<file path="src/sv/nlsp_pkg.sv">
// shared constants, types and helper functions of the normalized legendre predictor
package nlsp_pkg;

   localparam int ORD_W       = 4;
   localparam int NSP_W       = 13;
   localparam int POS_W       = 12;
   localparam int VAL_W       = 32;
   localparam int PROD_W      = 2 * VAL_W;
   localparam int REQ_TDATA_W = 16;
   localparam int RSP_TDATA_W = 32;
   localparam int CSR_DATA_W  = 13;
   localparam int CSR_IDX_W   = 1;

   localparam int DVS_W       = 13;
   localparam int DIV_STEP    = 4;
   localparam int CLAMP_W     = 36;

   localparam int SQRT_FRAC   = 28;
   localparam int SQRT_M_W    = 6;
   localparam int SQRT_STEPS  = 31;
   localparam int SQRT_RAD_W  = 2 * SQRT_STEPS;
   localparam int ROOT_W      = 31;

   localparam int SAT_W       = 64;

   localparam logic [CSR_IDX_W-1:0] CSR_POLY_ORDER = 1'b0;
   localparam logic [CSR_IDX_W-1:0] CSR_NUM_SCAN   = 1'b1;

   localparam logic [ORD_W-1:0] POLY_ORDER_RST = 4'd1;
   localparam logic [NSP_W-1:0] NUM_SCAN_RST   = 13'd30;

   typedef struct packed {
      logic             start_x;
      logic             x_fin;
      logic             mul_xc;
      logic             t_rnd;
      logic             num_calc;
      logic             start_r;
      logic             r_fin;
      logic             mul_cs;
      logic             out_load;
      logic [ORD_W-1:0] k;
      logic [ORD_W-1:0] order;
   } nlsp_cmd_type;

   typedef struct packed {
      logic div_busy;
      logic sqrt_busy;
   } nlsp_status_type;

   function automatic logic signed [VAL_W-1:0] sat32(input logic signed [SAT_W-1:0] v);
      logic [SAT_W-VAL_W:0] top;
      top = v[SAT_W-1:VAL_W-1];
      if (top == '0 || top == '1) begin
         sat32 = v[VAL_W-1:0];
      end else if (v[SAT_W-1]) begin
         sat32 = {1'b1, {(VAL_W-1){1'b0}}};
      end else begin
         sat32 = {1'b0, {(VAL_W-1){1'b1}}};
      end
   endfunction

endpackage

</file>
<file path="src/sv/nlsp_div.sv">
// iterative restoring divider, four quotient bits per cycle
module nlsp_div
   import nlsp_pkg::*;
#(
   parameter int DIV_W = 40
) (
   input  logic             clock,
   input  logic             reset,
   input  logic             start,
   input  logic [DIV_W-1:0] dividend,
   input  logic [DVS_W-1:0] divisor,
   output logic             busy,
   output logic [DIV_W-1:0] quotient
);

   localparam int ITERS = DIV_W / DIV_STEP;
   localparam int CNT_W = $clog2(ITERS + 1);

   logic [DIV_W-1:0] quo_ff, quo_in;
   logic [DVS_W-1:0] rem_ff, rem_in;
   logic [DVS_W-1:0] dvs_ff, dvs_in;
   logic [CNT_W-1:0] cnt_ff, cnt_in;
   logic             busy_ff, busy_in;

   always_comb begin
      logic [DVS_W:0] trial;
      trial   = '0;
      quo_in  = quo_ff;
      rem_in  = rem_ff;
      dvs_in  = dvs_ff;
      cnt_in  = cnt_ff;
      busy_in = busy_ff;
      if (start) begin
         quo_in  = dividend;
         rem_in  = '0;
         dvs_in  = divisor;
         cnt_in  = CNT_W'(ITERS);
         busy_in = 1'b1;
      end else if (busy_ff) begin
         for (int i = 0; i < DIV_STEP; i++) begin
            trial  = {rem_in, quo_in[DIV_W-1]};
            quo_in = {quo_in[DIV_W-2:0], 1'b0};
            if (trial >= {1'b0, dvs_ff}) begin
               rem_in    = DVS_W'(trial - {1'b0, dvs_ff});
               quo_in[0] = 1'b1;
            end else begin
               rem_in = trial[DVS_W-1:0];
            end
         end
         cnt_in = cnt_ff - CNT_W'(1);
         if (cnt_ff == CNT_W'(1)) begin
            busy_in = 1'b0;
         end
      end
   end

   always_ff @(posedge clock) begin
      if (reset) begin
         busy_ff <= 1'b0;
         cnt_ff  <= '0;
      end else begin
         busy_ff <= busy_in;
         cnt_ff  <= cnt_in;
      end
   end

   always_ff @(posedge clock) begin
      quo_ff <= quo_in;
      rem_ff <= rem_in;
      dvs_ff <= dvs_in;
   end

   assign busy     = busy_ff;
   assign quotient = quo_ff;

endmodule

</file>
<file path="src/sv/nlsp_sqrt.sv">
// bit-pair integer square root of (2n+1) scaled by 2^56
module nlsp_sqrt
   import nlsp_pkg::*;
(
   input  logic                clock,
   input  logic                reset,
   input  logic                start,
   input  logic [SQRT_M_W-1:0] radicand_m,
   output logic                busy,
   output logic [ROOT_W-1:0]   root
);

   localparam int CNT_W = $clog2(SQRT_STEPS + 1);
   localparam int REM_W = ROOT_W + 2;

   logic [SQRT_RAD_W-1:0] rad_ff, rad_in;
   logic [REM_W-1:0]      rem_ff, rem_in;
   logic [ROOT_W-1:0]     root_ff, root_in;
   logic [CNT_W-1:0]      cnt_ff, cnt_in;
   logic                  busy_ff, busy_in;

   always_comb begin
      logic [REM_W+1:0] shifted;
      logic [REM_W-1:0] trial;
      shifted = {rem_ff, rad_ff[SQRT_RAD_W-1 -: 2]};
      trial   = {root_ff, 2'b01};
      rad_in  = rad_ff;
      rem_in  = rem_ff;
      root_in = root_ff;
      cnt_in  = cnt_ff;
      busy_in = busy_ff;
      if (start) begin
         rad_in  = {radicand_m, {(SQRT_RAD_W-SQRT_M_W){1'b0}}};
         rem_in  = '0;
         root_in = '0;
         cnt_in  = CNT_W'(SQRT_STEPS);
         busy_in = 1'b1;
      end else if (busy_ff) begin
         rad_in = {rad_ff[SQRT_RAD_W-3:0], 2'b00};
         if (shifted >= {2'b00, trial}) begin
            rem_in  = REM_W'(shifted - {2'b00, trial});
            root_in = {root_ff[ROOT_W-2:0], 1'b1};
         end else begin
            rem_in  = shifted[REM_W-1:0];
            root_in = {root_ff[ROOT_W-2:0], 1'b0};
         end
         cnt_in = cnt_ff - CNT_W'(1);
         if (cnt_ff == CNT_W'(1)) begin
            busy_in = 1'b0;
         end
      end
   end

   always_ff @(posedge clock) begin
      if (reset) begin
         busy_ff <= 1'b0;
         cnt_ff  <= '0;
      end else begin
         busy_ff <= busy_in;
         cnt_ff  <= cnt_in;
      end
   end

   always_ff @(posedge clock) begin
      rad_ff  <= rad_in;
      rem_ff  <= rem_in;
      root_ff <= root_in;
   end

   assign busy = busy_ff;
   assign root = root_ff;

endmodule

</file>
<file path="src/sv/nlsp_datapath.sv">
// datapath: position scaling, shared multiplier, recurrence terms, divider and square root
module nlsp_datapath
   import nlsp_pkg::*;
#(
   parameter int FRAC_BITS = 26
) (
   input  logic                    clock,
   input  logic                    reset,
   input  nlsp_cmd_type            cmd,
   input  logic [POS_W-1:0]        scan_pos,
   input  logic [NSP_W-1:0]        num_scan_positions,
   output nlsp_status_type         status,
   output logic signed [VAL_W-1:0] predictor_value
);

   localparam int T_W     = PROD_W - FRAC_BITS;
   localparam int NUM_W   = T_W + 6;
   localparam int XDIV_W  = FRAC_BITS + 14;
   localparam int DIV_RAW = (XDIV_W > CLAMP_W) ? XDIV_W : CLAMP_W;
   localparam int DIV_W   = ((DIV_RAW + DIV_STEP - 1) / DIV_STEP) * DIV_STEP;
   localparam int QS_W    = DIV_W + 2;

   localparam logic signed [VAL_W-1:0]  ONE    = VAL_W'(PROD_W'(1) << FRAC_BITS);
   localparam logic signed [PROD_W-1:0] HALF_F = PROD_W'(1) << (FRAC_BITS - 1);
   localparam logic signed [PROD_W-1:0] HALF_S = PROD_W'(1) << (SQRT_FRAC - 1);

   logic signed [VAL_W-1:0]  x_ff, x_in;
   logic signed [VAL_W-1:0]  prev_ff, prev_in;
   logic signed [VAL_W-1:0]  cur_ff, cur_in;
   logic signed [PROD_W-1:0] prod_ff, prod_in;
   logic signed [T_W-1:0]    t_ff, t_in;
   logic signed [NUM_W-1:0]  num_ff, num_in;
   logic                     dsgn_ff, dsgn_in;
   logic signed [VAL_W-1:0]  out_ff, out_in;

   logic [NSP_W-1:0]         nsp_c;
   logic [DVS_W-1:0]         dx;
   logic [POS_W-1:0]         pm1;
   logic [DIV_W-1:0]         x_div;
   logic [DVS_W-1:0]         dk;
   logic signed [NUM_W:0]    numx, hkx, rmag;
   logic [DIV_W-1:0]         r_div;
   logic                     div_start, div_busy;
   logic [DIV_W-1:0]         div_dividend, quotient;
   logic [DVS_W-1:0]         div_divisor;
   logic                     sqrt_busy;
   logic [ROOT_W-1:0]        root;
   logic signed [QS_W-1:0]   qs, qv, xv;
   logic signed [VAL_W-1:0]  x_new, r_new, mul_b;
   logic signed [PROD_W-1:0] mul_p, t_bias, t_sum, f_bias, f_sum;
   logic signed [5:0]        coef_a;
   logic signed [4:0]        coef_b;
   logic signed [NUM_W-1:0]  term_a, term_b;

   // position scaling dividend, rounding half folded in
   assign nsp_c = (num_scan_positions < NSP_W'(2)) ? NSP_W'(2) : num_scan_positions;
   assign dx    = DVS_W'(nsp_c - NSP_W'(1));
   assign pm1   = (scan_pos == '0) ? POS_W'(1) : scan_pos - POS_W'(1);
   assign x_div = (DIV_W'(pm1) << (FRAC_BITS + 1)) + DIV_W'(dx >> 1);

   // recurrence dividend: magnitude plus half divisor, clamped where it saturates anyway
   assign dk   = DVS_W'(cmd.k) + DVS_W'(1);
   assign numx = (NUM_W+1)'(num_ff);
   assign hkx  = signed'((NUM_W+1)'(dk >> 1));
   assign rmag = num_ff[NUM_W-1] ? (hkx - numx) : (numx + hkx);
   assign r_div = (|rmag[NUM_W:CLAMP_W]) ? DIV_W'({CLAMP_W{1'b1}})
                                         : DIV_W'(rmag[CLAMP_W-1:0]);

   assign div_start    = cmd.start_x | cmd.start_r;
   assign div_dividend = cmd.start_x ? x_div : r_div;
   assign div_divisor  = cmd.start_x ? dx : dk;

   nlsp_div #(
      .DIV_W (DIV_W)
   ) u_div (
      .clock    (clock),
      .reset    (reset),
      .start    (div_start),
      .dividend (div_dividend),
      .divisor  (div_divisor),
      .busy     (div_busy),
      .quotient (quotient)
   );

   nlsp_sqrt u_sqrt (
      .clock      (clock),
      .reset      (reset),
      .start      (cmd.start_x),
      .radicand_m ({1'b0, cmd.order, 1'b1}),
      .busy       (sqrt_busy),
      .root       (root)
   );

   assign status.div_busy  = div_busy;
   assign status.sqrt_busy = sqrt_busy;

   // signed quotient
   assign qs    = signed'(QS_W'(quotient));
   assign qv    = dsgn_ff ? -qs : qs;
   assign xv    = qv - QS_W'(ONE);
   assign x_new = sat32(SAT_W'(xv));
   assign r_new = sat32(SAT_W'(qv));

   // shared multiplier
   assign mul_b = cmd.mul_cs ? signed'({1'b0, root}) : x_ff;
   assign mul_p = cur_ff * mul_b;

   // round to nearest, ties away from zero
   assign t_bias = prod_ff[PROD_W-1] ? HALF_F - PROD_W'(1) : HALF_F;
   assign t_sum  = prod_ff + t_bias;
   assign f_bias = prod_ff[PROD_W-1] ? HALF_S - PROD_W'(1) : HALF_S;
   assign f_sum  = prod_ff + f_bias;

   assign coef_a = signed'({1'b0, cmd.k, 1'b1});
   assign coef_b = signed'({1'b0, cmd.k});
   assign term_a = t_ff * coef_a;
   assign term_b = prev_ff * coef_b;

   always_comb begin
      x_in    = x_ff;
      prev_in = prev_ff;
      cur_in  = cur_ff;
      prod_in = prod_ff;
      t_in    = t_ff;
      num_in  = num_ff;
      dsgn_in = dsgn_ff;
      out_in  = out_ff;
      if (cmd.start_x) begin
         dsgn_in = (scan_pos == '0);
      end
      if (cmd.start_r) begin
         dsgn_in = num_ff[NUM_W-1];
      end
      if (cmd.x_fin) begin
         x_in    = x_new;
         cur_in  = x_new;
         prev_in = ONE;
      end
      if (cmd.r_fin) begin
         prev_in = cur_ff;
         cur_in  = r_new;
      end
      if (cmd.mul_xc || cmd.mul_cs) begin
         prod_in = mul_p;
      end
      if (cmd.t_rnd) begin
         t_in = T_W'(t_sum >>> FRAC_BITS);
      end
      if (cmd.num_calc) begin
         num_in = term_a - term_b;
      end
      if (cmd.out_load) begin
         out_in = sat32(SAT_W'(f_sum >>> SQRT_FRAC));
      end
   end

   always_ff @(posedge clock) begin
      x_ff    <= x_in;
      prev_ff <= prev_in;
      cur_ff  <= cur_in;
      prod_ff <= prod_in;
      t_ff    <= t_in;
      num_ff  <= num_in;
      dsgn_ff <= dsgn_in;
      out_ff  <= out_in;
   end

   assign predictor_value = out_ff;

endmodule

</file>
<file path="src/sv/nlsp_ctrl.sv">
// controller: sequences scaling, recurrence steps, final scaling and the result register
module nlsp_ctrl
   import nlsp_pkg::*;
#(
   parameter int MAX_ORDER = 15
) (
   input  logic             clock,
   input  logic             reset,
   input  logic             req_tvalid,
   output logic             req_tready,
   output logic             rsp_tvalid,
   input  logic             rsp_tready,
   input  logic [ORD_W-1:0] poly_order,
   input  nlsp_status_type  status,
   output nlsp_cmd_type     cmd
);

   localparam logic [3:0] S_IDLE  = 4'd0;
   localparam logic [3:0] S_XDIV  = 4'd1;
   localparam logic [3:0] S_MUL   = 4'd2;
   localparam logic [3:0] S_TRND  = 4'd3;
   localparam logic [3:0] S_NUM   = 4'd4;
   localparam logic [3:0] S_RLOAD = 4'd5;
   localparam logic [3:0] S_RDIV  = 4'd6;
   localparam logic [3:0] S_FWAIT = 4'd7;
   localparam logic [3:0] S_FOUT  = 4'd8;

   logic [3:0]       state_ff, state_in;
   logic [ORD_W-1:0] k_ff, k_in;
   logic [ORD_W-1:0] n_ff, n_in;
   logic             rsp_valid_ff, rsp_valid_in;
   logic [ORD_W-1:0] ord_c;

   always_comb begin
      ord_c = (poly_order == '0) ? ORD_W'(1) : poly_order;
      if ({1'b0, ord_c} > (ORD_W+1)'(MAX_ORDER)) begin
         ord_c = ORD_W'(MAX_ORDER);
      end
   end

   assign req_tready = (state_ff == S_IDLE);
   assign rsp_tvalid = rsp_valid_ff;

   always_comb begin
      cmd          = '0;
      cmd.k        = k_ff;
      cmd.order    = ord_c;
      state_in     = state_ff;
      k_in         = k_ff;
      n_in         = n_ff;
      rsp_valid_in = rsp_valid_ff & ~rsp_tready;
      case (state_ff)
         S_IDLE: begin
            if (req_tvalid) begin
               cmd.start_x = 1'b1;
               n_in        = ord_c;
               state_in    = S_XDIV;
            end
         end
         S_XDIV: begin
            if (!status.div_busy) begin
               cmd.x_fin = 1'b1;
               k_in      = ORD_W'(1);
               state_in  = (n_ff == ORD_W'(1)) ? S_FWAIT : S_MUL;
            end
         end
         S_MUL: begin
            cmd.mul_xc = 1'b1;
            state_in   = S_TRND;
         end
         S_TRND: begin
            cmd.t_rnd = 1'b1;
            state_in  = S_NUM;
         end
         S_NUM: begin
            cmd.num_calc = 1'b1;
            state_in     = S_RLOAD;
         end
         S_RLOAD: begin
            cmd.start_r = 1'b1;
            state_in    = S_RDIV;
         end
         S_RDIV: begin
            if (!status.div_busy) begin
               cmd.r_fin = 1'b1;
               k_in      = k_ff + ORD_W'(1);
               if (({1'b0, k_ff} + (ORD_W+1)'(1)) < {1'b0, n_ff}) begin
                  state_in = S_MUL;
               end else begin
                  state_in = S_FWAIT;
               end
            end
         end
         S_FWAIT: begin
            if (!status.sqrt_busy) begin
               cmd.mul_cs = 1'b1;
               state_in   = S_FOUT;
            end
         end
         S_FOUT: begin
            if (!rsp_valid_ff || rsp_tready) begin
               cmd.out_load = 1'b1;
               rsp_valid_in = 1'b1;
               state_in     = S_IDLE;
            end
         end
         default: begin
            state_in = S_IDLE;
         end
      endcase
   end

   always_ff @(posedge clock) begin
      if (reset) begin
         state_ff     <= S_IDLE;
         k_ff         <= '0;
         n_ff         <= ORD_W'(1);
         rsp_valid_ff <= 1'b0;
      end else begin
         state_ff     <= state_in;
         k_ff         <= k_in;
         n_ff         <= n_in;
         rsp_valid_ff <= rsp_valid_in;
      end
   end

endmodule

</file>
<file path="src/sv/normalized_legendre_scan_predictor.sv">
// top level of the normalized legendre scan position predictor
//
//   channel   dir   handshake            payload
//   req       in    req_tvalid/tready    req_tdata[11:0] scan_pos
//   rsp       out   rsp_tvalid/tready    rsp_tdata[31:0] predictor_value
//   csr       in    csr_wr_en            csr_index, csr_wdata
//
// one item at a time; n = effective order. an item runs n - 1 recurrence steps, each
// one pass through the shared multiplier and the divider, which retires four
// quotient bits a cycle; the square root runs beside it, one bit a cycle.
// synchronous active-high reset; config registers return to order 1, 30 positions.
// a new item is taken while the previous result waits in the output register.
module normalized_legendre_scan_predictor
   import nlsp_pkg::*;
#(
   parameter int MAX_ORDER = 15,
   parameter int FRAC_BITS = 26
) (
   input  logic                   clock,
   input  logic                   reset,
   input  logic                   req_tvalid,
   output logic                   req_tready,
   input  logic [REQ_TDATA_W-1:0] req_tdata,   // [11:0] scan_pos
   output logic                   rsp_tvalid,
   input  logic                   rsp_tready,
   output logic [RSP_TDATA_W-1:0] rsp_tdata,   // [31:0] predictor_value
   input  logic                   csr_wr_en,
   input  logic [CSR_IDX_W-1:0]   csr_index,
   input  logic [CSR_DATA_W-1:0]  csr_wdata
);

   logic [ORD_W-1:0]        poly_order_ff, poly_order_in;
   logic [NSP_W-1:0]        num_scan_ff, num_scan_in;
   nlsp_cmd_type            cmd;
   nlsp_status_type         status;
   logic signed [VAL_W-1:0] predictor_value;

   always_comb begin
      poly_order_in = poly_order_ff;
      num_scan_in   = num_scan_ff;
      if (csr_wr_en) begin
         case (csr_index)
            CSR_POLY_ORDER: poly_order_in = csr_wdata[ORD_W-1:0];
            CSR_NUM_SCAN:   num_scan_in   = csr_wdata[NSP_W-1:0];
            default:        ;
         endcase
      end
   end

   always_ff @(posedge clock) begin
      if (reset) begin
         poly_order_ff <= POLY_ORDER_RST;
         num_scan_ff   <= NUM_SCAN_RST;
      end else begin
         poly_order_ff <= poly_order_in;
         num_scan_ff   <= num_scan_in;
      end
   end

   nlsp_ctrl #(
      .MAX_ORDER (MAX_ORDER)
   ) u_ctrl (
      .clock      (clock),
      .reset      (reset),
      .req_tvalid (req_tvalid),
      .req_tready (req_tready),
      .rsp_tvalid (rsp_tvalid),
      .rsp_tready (rsp_tready),
      .poly_order (poly_order_ff),
      .status     (status),
      .cmd        (cmd)
   );

   nlsp_datapath #(
      .FRAC_BITS (FRAC_BITS)
   ) u_datapath (
      .clock              (clock),
      .reset              (reset),
      .cmd                (cmd),
      .scan_pos           (req_tdata[POS_W-1:0]),
      .num_scan_positions (num_scan_ff),
      .status             (status),
      .predictor_value    (predictor_value)
   );

   assign rsp_tdata = predictor_value;

   assert property (@(posedge clock) disable iff (reset)
      (req_tvalid && req_tready) |=> !req_tready)
      else $error("input taken while an item is in progress");

   assert property (@(posedge clock) disable iff (reset)
      status.div_busy |-> !req_tready)
      else $error("divider busy while idle");

   assert property (@(posedge clock) disable iff (reset)
      status.sqrt_busy |-> !req_tready)
      else $error("square root busy while idle");

   assert property (@(posedge clock) disable iff (reset)
      $rose(rsp_tvalid) |-> req_tready)
      else $error("result loaded without returning to idle");

endmodule

</file>
<file path="config.mk">
export PLATFORM = sky130hd
export DESIGN_NAME = normalized_legendre_scan_predictor
export DESIGN_NICKNAME = d
export VERILOG_FILES = /design/src/sv/nlsp_pkg.sv /design/src/sv/nlsp_div.sv /design/src/sv/nlsp_sqrt.sv /design/src/sv/nlsp_datapath.sv /design/src/sv/nlsp_ctrl.sv /design/src/sv/normalized_legendre_scan_predictor.sv
export SDC_FILE = /design/constraint.sdc
export NUM_CORES = 2
export LEC_CHECK = 0
export ABC_CLOCK_PERIOD_IN_PS = 10420
export BUFFER_PORTS_ARGS = -buffer_cell sky130_fd_sc_hd__clkbuf_2
export CAP_MARGIN = 0
export CORE_ASPECT_RATIO = 0.6
export CORE_MARGIN = 3
export CORE_UTILIZATION = 43
export DETAILED_ROUTE_END_ITERATION = 7
export GPL_TIMING_DRIVEN = 0
export PLACE_DENSITY = 0.65
export SLEW_MARGIN = 10
export SYNTH_ARGS = -nofsm -noshare
export SYNTH_HDL_FRONTEND = slang
export SYNTH_SLANG_ARGS = --single-unit
</file>
<file path="constraint.sdc">
create_clock -name clock -period 10.42 [get_ports clock]
set_input_delay 2.084 -clock clock [delete_from_list [all_inputs] [get_ports clock]]
set_output_delay 2.084 -clock clock [all_outputs]
set_load 0.02 [all_outputs]
</file>
==> impl_metrics.toml <==
[synth]
mappedNetlistArea_sq_um = 76700
compound_cell_area_share_of_the_yosys_netlist_pct = 8.80
seq_area_frac_synth_pct = 16.1
most_common_flop_cell_mapped_by_yosys = "edfxtp_1"
mapped_avg_cell_area_sq_um = 9.18
post_synth_inst_count = 8357
dominant_combinational_cell_family_by_area_after_synthesis = "adder cells"
yosys_synthesis_warning_count = 0
yosys-mux-area-fraction_pct = 1.68
syn-num-nets = 10200
synth_async_sr_flop_share_pct = 0
share_of_synthesized_cell_area_in_full_adder_half_adder_and_majority_cells_pct = 41.9
synth-simple-area-share_pct = 17.2
post_synth_xor_area_fraction_pct = 4.72
synth-edff-count = 332
synth.distinct_cells = 99
synth.ff_latch_count = 452

[grt]
vias_in_the_first_global_route = 60800
globalRouteMet1Util_pct = 47.9
gr-usage-met2_pct = 38.2
grt_start_max_net_pins = 63
grt_use_total_pct = 31.6
grt_antenna_before_repair = 24
grt_first_pass_wirelength_um = 424000
grt-ovfl-total = 0
fraction_of_met3_tracks_used_by_global_routing_pct = 16.2
most_utilized_layer_in_the_global_route_result = "met1"

[route]
detailedRoute.firstPassIterationCount = 7
postRouteWirelength_um = 291000
drcViolationCount = 0
ant_nets = 0
drt-wirelength-per-cell_um = 26.5
drtIter0Drc = 7363
dr_total_vias = 61700
drt-vias-per-instance = 5.63

[timing]
setup_violations = 0
finalCriticalPeriod_ns = 10.28
finalHoldViolCount = 0
fmax_mhz = 97.3
rsz0062_at_grt = "yes"
worst-slew-pin-transition_ns = 1.36
slew_viol_final = 0
finClkSkew_ns = 0.0451
timing.max_slew.rel_slack_pct = 8.42
timing.final.ws_setup_ns = 0.138
post-route-period-util_pct = 98.7

[floorplan]
die_w_um = 551
core_box_area_sq_um = 176000
floorplan.die.height_um = 333
initial_core_utilization_pct = 43.5
design.portCount = 69
die_area_sq_um = 184000
rows = 119

[placement]
gp_routability_congestion = 1.05
placedInstanceArea_sq_um = 80400
detailedPlace.worstSlack_ns = -3.35
portBuffers = 64
detailed_place_hpwl_um = 245000

[final_layout]
final_net_count = 10400
share_of_layout_cells_above_drive_strength_1_pct = 7.01
layout-area-overhead-vs-synth_pct = 9.44
finish.instance_area_sq_um = 83900

[worst_setup_path]
ff2ff_path_depth = 33
path_delay_family = "adder cells"
r2r_slack_ns = 0.14
rr_startpoint = "u_ctrl.state_ff[0]"
arrival_ns = 10.76
setup.worst_path.start_class = "flop"
critical_path.most_common_cell = "fa_1"
worstSetupPathType = "reg2reg"
crit_start = "u_ctrl.state_ff[0]"
path_max_fanout = 10
required_ns = 10.90
crit_buf_inv = 10
cpMaxStageDelayCell = "fa_1"
critical-path-max-stage-delay_ns = 0.67
crit-reg2reg-capture = "u_datapath.prod_ff[60]"
end_kind = "flop"

[clock_network]
cts_tree = "built"
clock-root-buffer = "clkbuf_16"
cts_max_path_buffers = 3
clk_transition_reported_paths_ns = 0.07
clock_sink_count = 452
numCtsBuffers = 50
cts-hold-fix-buffers = 0
htree_num_levels = 2
worst_skew_pair.late_latency_ns = 0.73

[flow_run]
max-cap-violations = 0

[hold_path]
whs_endpoint = "u_ctrl.n_ff[1]"
worst_hold_startpoint = "u_ctrl.n_ff[1]"
worstHoldPathCells = 2
worstHoldPathType = "reg2reg"

[status]
run_status = "finished, final reports clean"
## registers in the layout (all words and copies together) (netlist names), 5 cells and up
| signal | flops |
|---|---|
| u_datapath.x_ff | 32 |
| u_datapath.prod_ff | 64 |
| u_datapath.t_ff | 38 |
| u_datapath.u_sqrt.rad_ff | 6 |
| u_datapath.predictor_value | 32 |
| u_datapath.cur_ff | 32 |
| num_scan_ff | 13 |
| u_datapath.u_div.rem_ff | 13 |
| u_datapath.u_sqrt.rem_ff | 33 |
| u_datapath.u_div.dvs_ff | 13 |
| u_datapath.prev_ff | 32 |
| u_datapath.num_ff | 44 |
| u_datapath.u_div.quotient | 40 |
| u_datapath.u_sqrt.cnt_ff | 5 |
| u_datapath.u_sqrt.root | 31 |
## worst max-delay path by stage
| stage | endpoint | slack [ns] | cells past startpoint |
|---|---|---|---|
| floorplan | u_datapath.u_div.quotient[0] | 0.36 | 48 |
| global placement | u_datapath.prod_ff[60] | -3.17 | 32 |
| detailed placement | u_datapath.prod_ff[60] | -3.35 | 32 |
| CTS | u_datapath.prod_ff[60] | -0.13 | 35 |
| global route | u_datapath.u_div.quotient[0] | -0.1 | 45 |
| finish | u_datapath.prod_ff[60] | 0.14 | 33 |
## worst min-delay path, cell delays in order (launching register included)
cell,delay (ns)
dfxtp_1,0.31
nand2_1,0.05
a21oi_1,0.05
## metal layers
metal	up-vias	share of wire (%)
li1	26800	-
met4	16	3.4
met1	31300	45
met3	333	17
met2	3299	35
met5	-	0.034
## Yosys cell counts, drive strengths merged (33+ instances only)
library cell	count	area, sq um
inv	1555	5840
fa	1309	26200
nand2	865	3250
and2	493	3080
ha	473	5920
nor2	364	1370
clkbuf	358	1340
edfxtp	332	9970
nor2b	316	1980
a21oi	301	1510
o21ai	258	1300
xnor2	256	2260
xor2	156	1370
a21o	128	961
dfxtp	120	2400
nor3	100	517
nand3	96	485
mux2i	73	734
nand2b	71	444
nand4	57	363
mux2	49	552
and3	43	269
a31oi	40	250
a211oi	38	290
nor4	37	332
or2	36	228
or3	34	218
o21a	33	248
## final cells by class
cell class,count,area [sq um]
Fill cell,16700,92400
Multi-Input combinational cell,5965,57900
Sequential cell,452,12400
Inverter,1556,5850
Tap cell,2359,2950
Buffer,379,1910
Clock buffer,60,1340
Timing Repair Buffer,156,1250
Clock inverter,32,350
Antenna cell,12,30.0
## cell families (layout without fill, tap and decap cells)
family | Yosys count | in the layout
mux | 122 | 122
xor+xnor | 412 | 412
other cells | 0 | 12
simple gates | 2590 | 2590
fa+ha+maj | 1782 | 1782
compound gates | 1059 | 1059
buf+inv | 1940 | 2183
flops | 452 | 452
## metrics by stage
| step | util, % | std cells | hold slack [ns] | TNS (ns) |
|---|---|---|---|---|
| final | 47.6 | 11000 | 0.465 | 0 |
| after global routing | 47.6 | 11000 | 0.502 | -0.267 |
| after CTS | 47.2 | 10900 | 0.460 | -0.206 |
| after detailed placement | 45.6 | 10800 | 0.451 | -96.10 |
| after global placement | 45.4 | 10800 | 0.447 | -93.17 |
| after floorplan | - | 8357 | 0.430 | 0 |
## timing repair
action                     4_1_cts  5_1_grt
cloned                           1        0
pin swaps                       16       31
buffers inserted                30       31
hold endpoints to repair         0        0
resized for setup              255      162
setup endpoints to repair       76       37
## placed cells by master (no fill, tap or decap), types with 88 or more instances in the layout
master	Yosys	layout
a21o_1	128	126
a21oi_1	301	289
and2_1	493	492
buf_4	1	88
clkbuf_1	358	267
clkbuf_2	0	94
dfxtp_1	120	117
edfxtp_1	332	332
fa_1	1309	1287
ha_1	473	465
inv_1	1555	1550
nand2_1	865	863
nand3_1	95	95
nor2_1	363	360
nor2b_1	316	315
nor3_1	98	97
o21ai_0	252	243
xnor2_1	254	248
xor2_1	156	154
Power is left out: the tool's default activity adds up to more than one toggle a clock period on the data nets, which glitch-free logic cannot reach.
